### config.mk
export PLATFORM = sky130hd
export DESIGN_NAME = nested_delimiter_extractor_core
export DESIGN_NICKNAME = d
export VERILOG_FILES = /design/src/rtl/nde_pkg.sv /design/src/rtl/nde_step.sv /design/src/rtl/nested_delimiter_extractor_core.sv
export SDC_FILE = /design/constraint.sdc
export NUM_CORES = 1
export LEC_CHECK = 0
export ABC_AREA = 0
export BUFFER_PORTS_ARGS = -buffer_cell sky130_fd_sc_hd__buf_4
export CORE_ASPECT_RATIO = 1.4
export CORE_UTILIZATION = 66
export CTS_CLUSTER_DIAMETER = 60
export DETAILED_ROUTE_END_ITERATION = 10
export PLACE_DENSITY = 0.86
export SLEW_MARGIN = 20
export SYNTH_ARGS = -nofsm -noshare
export SYNTH_HDL_FRONTEND = slang
export SYNTH_SLANG_ARGS = --single-unit
### constraint.sdc
create_clock -name clk -period 15.15 [get_ports clk]
set_input_delay 0.7575 -clock clk [delete_from_list [all_inputs] [get_ports clk]]
set_output_delay 0.7575 -clock clk [all_outputs]
set_load 0.01 [all_outputs]
### src/rtl/nde_pkg.sv
// ----------------------------------------------------------------------------
// nde_pkg
// Types and constants shared by the nested delimiter extractor modules.
// ----------------------------------------------------------------------------
package nde_pkg;

  // Longest buffer; the byte at the last offset always ends the buffer.
  localparam int unsigned BufBytes = 65536;
  localparam int unsigned PosW     = $clog2(BufBytes);

  localparam logic [7:0] ESCAPE_BYTE = 8'h5C;

  // Configuration register indexes.
  localparam logic [1:0] REG_OPEN_DELIM  = 2'd0;
  localparam logic [1:0] REG_OPEN_LEN    = 2'd1;
  localparam logic [1:0] REG_CLOSE_DELIM = 2'd2;
  localparam logic [1:0] REG_CLOSE_LEN   = 2'd3;

  // Result status codes.
  localparam logic [1:0] STATUS_FOUND      = 2'd0;
  localparam logic [1:0] STATUS_NO_OPENER  = 2'd1;
  localparam logic [1:0] STATUS_UNBALANCED = 2'd2;

  typedef enum logic [1:0] {
    PH_SEARCH = 2'd0,
    PH_MATCH  = 2'd1,
    PH_DONE   = 2'd2
  } phase_t;

  typedef struct packed {
    logic [15:0] open_delim;
    logic [1:0]  open_len;
    logic [15:0] close_delim;
    logic [1:0]  close_len;
  } cfg_t;

  typedef struct packed {
    logic [PosW-1:0] pos;
    phase_t          phase;
    logic [16:0]     depth;
    logic [7:0]      prev1;     // most recent byte
    logic [7:0]      prev2;     // byte before that
    logic            skip;      // one delimiter byte still to pass over
    logic [15:0]     span_start;
  } scan_state_t;

  typedef struct packed {
    logic [1:0]  status;
    logic [15:0] start_offset;
    logic [16:0] span_length;
  } result_t;

endpackage

### src/rtl/nde_step.sv
// ----------------------------------------------------------------------------
// nde_step
// Combinational per-byte update of the scan state and result generation.
// ----------------------------------------------------------------------------
module nde_step (
  input  nde_pkg::cfg_t        cfg,
  input  nde_pkg::scan_state_t st,
  input  logic [7:0]           data_byte,
  input  logic                 last_byte,
  output nde_pkg::scan_state_t st_next,
  output logic                 res_valid,
  output nde_pkg::result_t     res
);
  import nde_pkg::*;

  typedef struct packed {
    scan_state_t st;
    logic        hit;
    logic [16:0] len;
  } dec_t;

  // One decision at position q. A two-byte delimiter needs the next byte.
  function automatic dec_t decide(scan_state_t s, cfg_t c, logic [15:0] q,
                                  logic [7:0] prv, logic prv_ok, logic [7:0] cur,
                                  logic [7:0] nxt, logic nxt_ok);
    dec_t d;
    logic ol2;
    logic cl2;
    logic esc;
    logic op_hit;
    logic cl_hit;
    d.st  = s;
    d.hit = 1'b0;
    d.len = '0;
    ol2 = (c.open_len != 2'd1);
    cl2 = (c.close_len != 2'd1);
    esc = prv_ok && (prv == ESCAPE_BYTE);
    op_hit = ol2 ? (nxt_ok && cur == c.open_delim[15:8] && nxt == c.open_delim[7:0])
                 : (cur == c.open_delim[7:0]);
    cl_hit = cl2 ? (nxt_ok && cur == c.close_delim[15:8] && nxt == c.close_delim[7:0])
                 : (cur == c.close_delim[7:0]);
    case (s.phase)
      PH_SEARCH: begin
        // The starting opener is taken without the escape test.
        if (op_hit) begin
          d.st.span_start = q;
          d.st.depth      = 17'd1;
          d.st.skip       = ol2;
          d.st.phase      = PH_MATCH;
        end
      end
      PH_MATCH: begin
        if (s.skip) begin
          d.st.skip = 1'b0;
        end else if (!esc && op_hit) begin
          d.st.depth = s.depth + 17'd1;
          d.st.skip  = ol2;
        end else if (!esc && cl_hit) begin
          d.st.depth = s.depth - 17'd1;
          d.st.skip  = cl2;
          if (s.depth == 17'd1) begin
            d.st.phase = PH_DONE;
            d.hit      = 1'b1;
            d.len      = {1'b0, q} + (cl2 ? 17'd2 : 17'd1) - {1'b0, s.span_start};
          end
        end
      end
      default: ;
    endcase
    return d;
  endfunction

  logic        fin;
  logic        have_prev;
  logic        have_prev2;
  dec_t        d1;
  dec_t        d2;
  scan_state_t s1;
  logic        hit1;

  assign fin        = last_byte || (st.pos == PosW'(BufBytes - 1));
  assign have_prev  = (st.pos != '0);
  assign have_prev2 = (st.pos[PosW-1:1] != '0);

  // The decision for the previous byte, which now has its lookahead byte.
  assign d1   = decide(st, cfg, 16'(st.pos - PosW'(1)), st.prev2, have_prev2, st.prev1,
                       data_byte, 1'b1);
  assign s1   = have_prev ? d1.st : st;
  assign hit1 = have_prev && d1.hit;

  // At buffer end the final byte gets its own decision with no lookahead.
  assign d2 = decide(s1, cfg, 16'(st.pos), st.prev1, have_prev, data_byte, 8'h00, 1'b0);

  always_comb begin
    res_valid = 1'b0;
    res       = '0;
    if (hit1) begin
      res_valid       = 1'b1;
      res.status      = STATUS_FOUND;
      res.start_offset = s1.span_start;
      res.span_length = d1.len;
    end else if (fin) begin
      res_valid = (d2.st.phase != PH_DONE) || d2.hit;
      if (d2.hit) begin
        res.status       = STATUS_FOUND;
        res.start_offset = d2.st.span_start;
        res.span_length  = d2.len;
      end else if (d2.st.phase == PH_SEARCH) begin
        res.status = STATUS_NO_OPENER;
      end else begin
        res.status       = STATUS_UNBALANCED;
        res.start_offset = d2.st.span_start;
      end
    end
  end

  always_comb begin
    if (fin) begin
      st_next       = '0;
      st_next.phase = PH_SEARCH;
    end else begin
      st_next       = s1;
      st_next.pos   = st.pos + PosW'(1);
      st_next.prev2 = st.prev1;
      st_next.prev1 = data_byte;
    end
  end

endmodule

### src/rtl/nested_delimiter_extractor_core.sv
// ----------------------------------------------------------------------------
// nested_delimiter_extractor_core
// Finds the first balanced, escape-aware delimited span in a byte buffer.
// ----------------------------------------------------------------------------
// A result beat is derived from the accepted input beat that causes it via the
// input register, then the result register.
// Throughput: one byte per cycle while the result side is not stalled; the
// per-byte decision is combinational, between the input and result registers.
// Reset: rst is synchronous and active high; it restores the delimiter
// registers to "<<" and ">>" and starts a fresh buffer at offset 0.
module nested_delimiter_extractor_core (
  input  logic        clk,
  input  logic        rst,
  // Configuration write port
  input  logic        cfg_we,
  input  logic [1:0]  cfg_index,
  input  logic [15:0] cfg_data,
  // Byte input channel
  input  logic        byte_valid,
  output logic        byte_stall,
  input  logic [7:0]  data_byte,
  input  logic        last_byte,
  // Result channel
  output logic        result_valid,
  input  logic        result_stall,
  output logic [1:0]  status,
  output logic [15:0] start_offset,
  output logic [16:0] span_length
);
  import nde_pkg::*;

  // Delimiter configuration. Writes are to come only while the block is idle,
  // which the block does not enforce; the step logic reads these directly.
  cfg_t cfg;

  always_ff @(posedge clk) begin
    if (rst) begin
      cfg.open_delim  <= 16'h3C3C;
      cfg.open_len    <= 2'd2;
      cfg.close_delim <= 16'h3E3E;
      cfg.close_len   <= 2'd2;
    end else if (cfg_we) begin
      case (cfg_index)
        REG_OPEN_DELIM:  cfg.open_delim  <= cfg_data;
        REG_OPEN_LEN:    cfg.open_len    <= cfg_data[1:0];
        REG_CLOSE_DELIM: cfg.close_delim <= cfg_data;
        REG_CLOSE_LEN:   cfg.close_len   <= cfg_data[1:0];
        default: ;
      endcase
    end
  end

  // Input register. A held beat advances whenever the result register has
  // room, so a new byte can enter every cycle the result side is not stalled.
  logic       in_valid;
  logic [7:0] in_byte;
  logic       in_last;
  logic       out_free;
  logic       advance;
  logic       take;

  assign out_free   = !result_valid || !result_stall;
  assign advance    = in_valid && out_free;
  assign byte_stall = in_valid && !out_free;
  assign take       = byte_valid && !byte_stall;

  always_ff @(posedge clk) begin
    if (rst) begin
      in_valid <= 1'b0;
    end else if (take) begin
      in_valid <= 1'b1;
    end else if (advance) begin
      in_valid <= 1'b0;
    end
  end

  always_ff @(posedge clk) begin
    if (take) begin
      in_byte <= data_byte;
      in_last <= last_byte;
    end
  end

  // Scan state: position, phase, nesting depth and the two-byte history used
  // for the escape test and delimiter lookahead.
  scan_state_t st;
  scan_state_t st_next;
  logic        res_valid;
  result_t     res;

  nde_step u_step (
    .cfg       (cfg),
    .st        (st),
    .data_byte (in_byte),
    .last_byte (in_last),
    .st_next   (st_next),
    .res_valid (res_valid),
    .res       (res)
  );

  // The all-zero state is the searching phase at offset 0.
  always_ff @(posedge clk) begin
    if (rst) begin
      st <= '0;
    end else if (advance) begin
      st <= st_next;
    end
  end

  // Result register. A waiting result beat holds while the receiver stalls.
  always_ff @(posedge clk) begin
    if (rst) begin
      result_valid <= 1'b0;
    end else if (advance && res_valid) begin
      result_valid <= 1'b1;
    end else if (!result_stall) begin
      result_valid <= 1'b0;
    end
  end

  always_ff @(posedge clk) begin
    if (advance && res_valid) begin
      status       <= res.status;
      start_offset <= res.start_offset;
      span_length  <= res.span_length;
    end
  end

endmodule

* Yosys cells after proc, flatten, opt, wreduce, memory -nomap -nowiden
Index checks and enable logic that the tools add are counted.
** Operators by class
- $add $sub $neg :: 10
- Equality and inequality tests :: 20
- Multiplexer cells :: 51
- Bitwise logic cells :: 1
- Reductions and logical operators :: 34
** Operators by type and width (count)
- $mux W18 :: 10
- $mux W19 :: 6
- $mux W16 :: 5
- $pmux W19 S2 :: 2
- $mux W17 :: 4
- $mux W68 :: 1
- $mux W33 :: 2
- $mux W52 :: 1
- $eq A8 B8 Y1 :: 6
- $add A17 B1 Y17 const B :: 2
- $eq A17 B1 Y1 const B :: 2
- $sub A17 B1 Y17 const B :: 2
- $sub A17 B16 Y17 :: 2
- $add A16 B17 Y17 :: 1
- $add A16 B2 Y17 :: 1
- $add A16 B1 Y16 const B :: 1
- $eq A16 B16 Y1 const B :: 1
- $eq A8 B7 Y1 const B :: 2
- $reduce_bool A16 Y1 :: 1
- $sub A16 B1 Y16 const B :: 1
- $reduce_bool A15 Y1 :: 1
- $logic_and A1 B1 Y1 :: 13
- $mux W1 :: 13
- $mux W2 :: 6
- other kinds (12) :: 30
** Word-level totals
- Register bits :: 150
- Input port bits :: 32
- Output and inout port bits :: 37

* Longest topological paths before layout
- Word-level depth :: 21
- Depth in mapped cells :: 24
- Gate-level depth less buffers :: 24

* Modules after synthesis
Synthesis repeated with hierarchy kept, for this count alone.
** Second synthesis, totals
- Cell total of the unflattened synthesis :: 1318
- Area, all modules :: 11456.0 µm²
** Modules (own cells, without submodules)
- nested_delimiter_extractor_core :: instances 1, cells an instance 492, area an instance 5856.9 µm², seq. area each 3443.3 µm²
- nde_step :: instances 1, cells an instance 826, area an instance 5599.1 µm², seq. area each 0.0 µm²

* Worst setup path after synthesis
Ideal clock, no wire load.
- Kind :: reg2reg
- From :: register, netlist name st[31]
- To :: register span_length[16], data pin
- Arrival :: 5058 ps
- Data required time :: 14893 ps
- Slack :: 9835 ps
- Stages on the path, launching flop included :: 25
- Path buffers :: 3
- Cells stage by stage :: dfxtp_1 > clkbuf_1 > xnor2_1 > nand3_1 > nor4_4 > a21boi_0 > or3_1 > clkbuf_1 > clkbuf_1 > nand2_1 > o21ai_0 > fa_1 > inv_1 > fa_1 > a21o_1 > a21o_1 > a21oi_1 > o21ai_0 > a41oi_1 > a21oi_1 > a21oi_1 > nor2b_1 > o21ai_0 > mux2i_1 > a32o_1
** RTL lines
- end signal: assignment :: RTL line nested_delimiter_extractor_core.sv:125 : span_length <= res.span_length;
- end: declaration :: RTL line nested_delimiter_extractor_core.sv:28 : output logic [16:0] span_length

==> summary.md <==
| Metric | Value |
|---|---|
| Core Area | 0.0146 mm2 |
| Critical Path Source Type | register |
| Initial Utilization | 67.8% |
| GRT Total Usage | 34.4% |
| DRT Pass-1 Iters | 6 |
| R2R depth | 23 |
| Total of max-cap violations | 0 |
| Num CTS Buffers | 17 |
| Post-CTS Repair Setup Buffers | 0 |
| Final worst slack | 8940 ps |
| CP top delay family | compound AO/OA/AOI/OAI gates |
| RR Startpoint | st[30] |
| Internal reg-to-reg setup slack | 8940 ps |
| Via count | 8938 |
| DR top layer | met4 |
| Worst slew pin tran | 1180 ps |
| Top-level port count | 69 |
| Final period util | 41.0% |
| Setup TNS | 0 ps |
| Final core occ | 75.4% |
| H-tree levels | 4 |
| Met2 wire length | 13.6 mm |
| Max VDD drop | 64.7 uV |
| Capture point of the worst reg-to-reg path | span_length[16] |
| Root Buffer | clkbuf_16 |
| IO buf count | 68 |
| EDFF count, synth | 44 |
| Initial antenna violation count | 0 |
| Crit-path slowest cell | fa_1 |
| Leakage power | 0.00432 uW |
| Final Setup Violations | 0 |
| Worst rel slew slack | 21.1% |
| Area Overhead vs Synth | 11.1% |
| WL met3 | 1.60 mm |
| Worst Hold Class | reg2reg |
| Worst skew pair latency | 450 ps |
| CTS tree | done |
| Longest Clk Path Bufs | 2 |
| # DRC | 0 |
| Dpl ws | 9200 ps |
| Gr ovfl total | 0 |
| Crit-path max cell delay | 550 ps |
| Via density | 6.37 |
| Die Height | 147 um |
| DR iter-0 viols | 640 |
| Avg Inst Size Synth | 8.39 um2 |
| Min Tclk post-route | 6210 ps |
| Kind of critical path | reg2reg |
| RSZ-0062 raised after global routing | no |
| Total power | 959 uW |
| Hold Path Depth | 2 |
| CP Max Fanout | 39 |
| Synth Warn # | 0 |
| Post-synthesis sequential area ratio | 34.8% |
| Hold Fails Final Rpt | 0 |
| Clock Pin Slew Worst Setup and Hold Paths | 70 ps |
| Die area | 0.0155 mm2 |
| Mapped Nets | 1281 |
| Antenna Nets Post-Route | 0 |
| Ant diodes | 0 |
| Row cnt | 52 |
| Share of cells above drive strength 1 | 11.6% |
| Post-Synthesis Cells | 1178 |
| Cts repair resizes | 0 |
| Nets | 1304 |
| Fmax | 161 MHz |
| Worst min-delay path startpoint | st[24] |
| Mapped Area | 0.00989 mm2 |
| Data arrival, critical path | 6410 ps |
| Max-slew violations | 0 |
| Global-route wire length before repair | 41.9 mm |
| CTS hold repair buffers | 0 |
| DR WL/cell | 18.5 um |
| Number of global-route vias before repair | 8812 |
| Endpoint class of the critical path | register |
| Pwr/cell area | 87.3 mW/mm2 |
| Clk_skew | 10.5 ps |
| Synth cell types | 75 |
| Met1 Routed Length | 9.49 mm |
| Largest net degree at the start of global routing | 93 |
| Synthesis-stage register bit count | 150 |
| Routability cong. | 0.965 |
| Buf/Inv on CP | 3 |
| Async S/R FF share, synth | 0% |
| DP Wirelength | 18.3 mm |
| CP Cell Sequence | xor2_1 > nor4_1 > nand3_1 > a21boi_0 > buf_4 > or3_1 > buf_4 > nand2_1 > o21ai_0 > fa_1 > inv_1 > fa_1 > a21o_1 > a21o_1 > a21oi_1 > o21ai_0 > a41oi_1 > a21oi_1 > a21oi_1 > nor2b_1 > o21ai_0 > mux2i_1 > a32o_1 |
| Min-Delay Endpoint | st[24] |
| # clock sinks | 150 |
| Run status | complete, no violations |
| Die W | 105 um |
| Synth Flop Type | dfxtp_1 |
| WL final | 25.9 mm |
| Worst setup path startpoint | st[30] |
| Worst EP required | 15350 ps |
-- synth_stat cells, types with 8 or more instances --
cell type  count  share of area, %
o21ai_0       55               2.8
and2_1         9              0.57
xnor2_1       60               5.3
a21o_1        19               1.4
nand3b_1      22               1.7
nor2_1       109               4.1
buf_6          8              0.91
xor2_1        43               3.8
nand3_1       48               2.4
and3_1         9              0.57
edfxtp_1      44                13
or3_1         11              0.70
clkbuf_1      44               1.7
nand2_1      164               6.2
a21oi_1       92               4.7
inv_1         41               1.6
nor4_1         9              0.57
ha_1          67               8.5
nand4_1       21               1.3
buf_2         13              0.66
nor2b_1       10              0.63
nor3_1        28               1.4
a22oi_1       12              0.91
a22o_1        13               1.2
dfxtp_1      106                21
-- state kept, by name, indices dropped and copies added (netlist names) --
name,flops
cfg,36
in_byte,8
in_last,1
in_valid,1
result_valid,1
span_length,17
st,68
start_offset,16
status,2
-- cell families after synthesis --
logic type	Yosys count	share of synthesized area, %
AND/OR/NAND/NOR	482	24.5
AO/OA/AOI/OAI	251	16.3
flip-flops	150	34.8
buffers and inverters	115	5.33
XOR/XNOR	103	9.12
adder cells (fa/ha/maj)	71	9.29
multiplexers	6	0.607
-- cells in the final DEF, fill, tap and decap left out, types with 9 or more instances in the layout --
master	count
and2_1	9
or3_1	11
a22o_1	13
a22oi_1	12
nand3b_1	22
inv_1	41
nand2_1	164
buf_4	75
nor2b_1	10
o21ai_0	55
a21oi_1	91
xor2_1	43
edfxtp_1	44
a21o_1	19
and3_1	9
ha_1	67
nor2_1	109
xnor2_1	60
nand4_1	21
nor3_1	28
nand3_1	48
dfxtp_1	106
nor4_1	9
clkbuf_16	18
-- final cells by class --
cell class                 count  area, um2
inverter                      41        154
multi-input combinational    913       5950
sequential                   150       3440
clock buffer                  20        468
fill                        1113       3580
clock inverter                12        120
tap                          189        236
timing repair buffer          78        617
-- stage by stage --
step	cells	hold WS (ps)	area [um2]
after floorplan	1178	427	9890
after global placement	1368	435	10300
after detailed placement	1368	451	10300
after CTS	1400	460	10900
after global routing	1403	478	11000
final	1403	469	11000
-- power breakdown --
part | leakage [uW] | internal, uW | switching [uW] | total (uW)
Combinational | 0.00271 | 44.1 | 59.9 | 104
Sequential | 0.00131 | 420 | 8.68 | 429
Clock | 0.000293 | 233 | 194 | 427
-- metal layers --
metal | GRT usage [%] | vias to the layer above
met5 | 0 | -
met4 | 21.1 | 0
met3 | 6.79 | 107
met2 | 62.0 | 420
met1 | 36.6 | 4186
li1 | - | 4225
-- how the worst max path moves through the flow --
stage | end | slack, ps | cells after the start
after global placement | span_length[16] | 9360 | 23
after detailed placement | span_length[16] | 9200 | 23
after CTS | span_length[16] | 9090 | 23
final | span_length[16] | 8940 | 23
after floorplan | span_length[16] | 9840 | 24
after global routing | span_length[16] | 8520 | 23
-- worst reg2reg max path, cell delays in order, from the launching register on --
cell      delay, ps
dfxtp_1         520
xor2_1          130
nor4_1          420
nand3_1         260
a21boi_0        190
buf_4           200
or3_1           350
buf_4           260
nand2_1         120
o21ai_0         160
fa_1            550
inv_1            70
fa_1            460
a21o_1          180
a21o_1          210
a21oi_1         200
o21ai_0         160
a41oi_1         390
a21oi_1         160
a21oi_1         230
nor2b_1          80
o21ai_0         270
mux2i_1         130
a32o_1          260
Power figures use the tool's default switching activity.
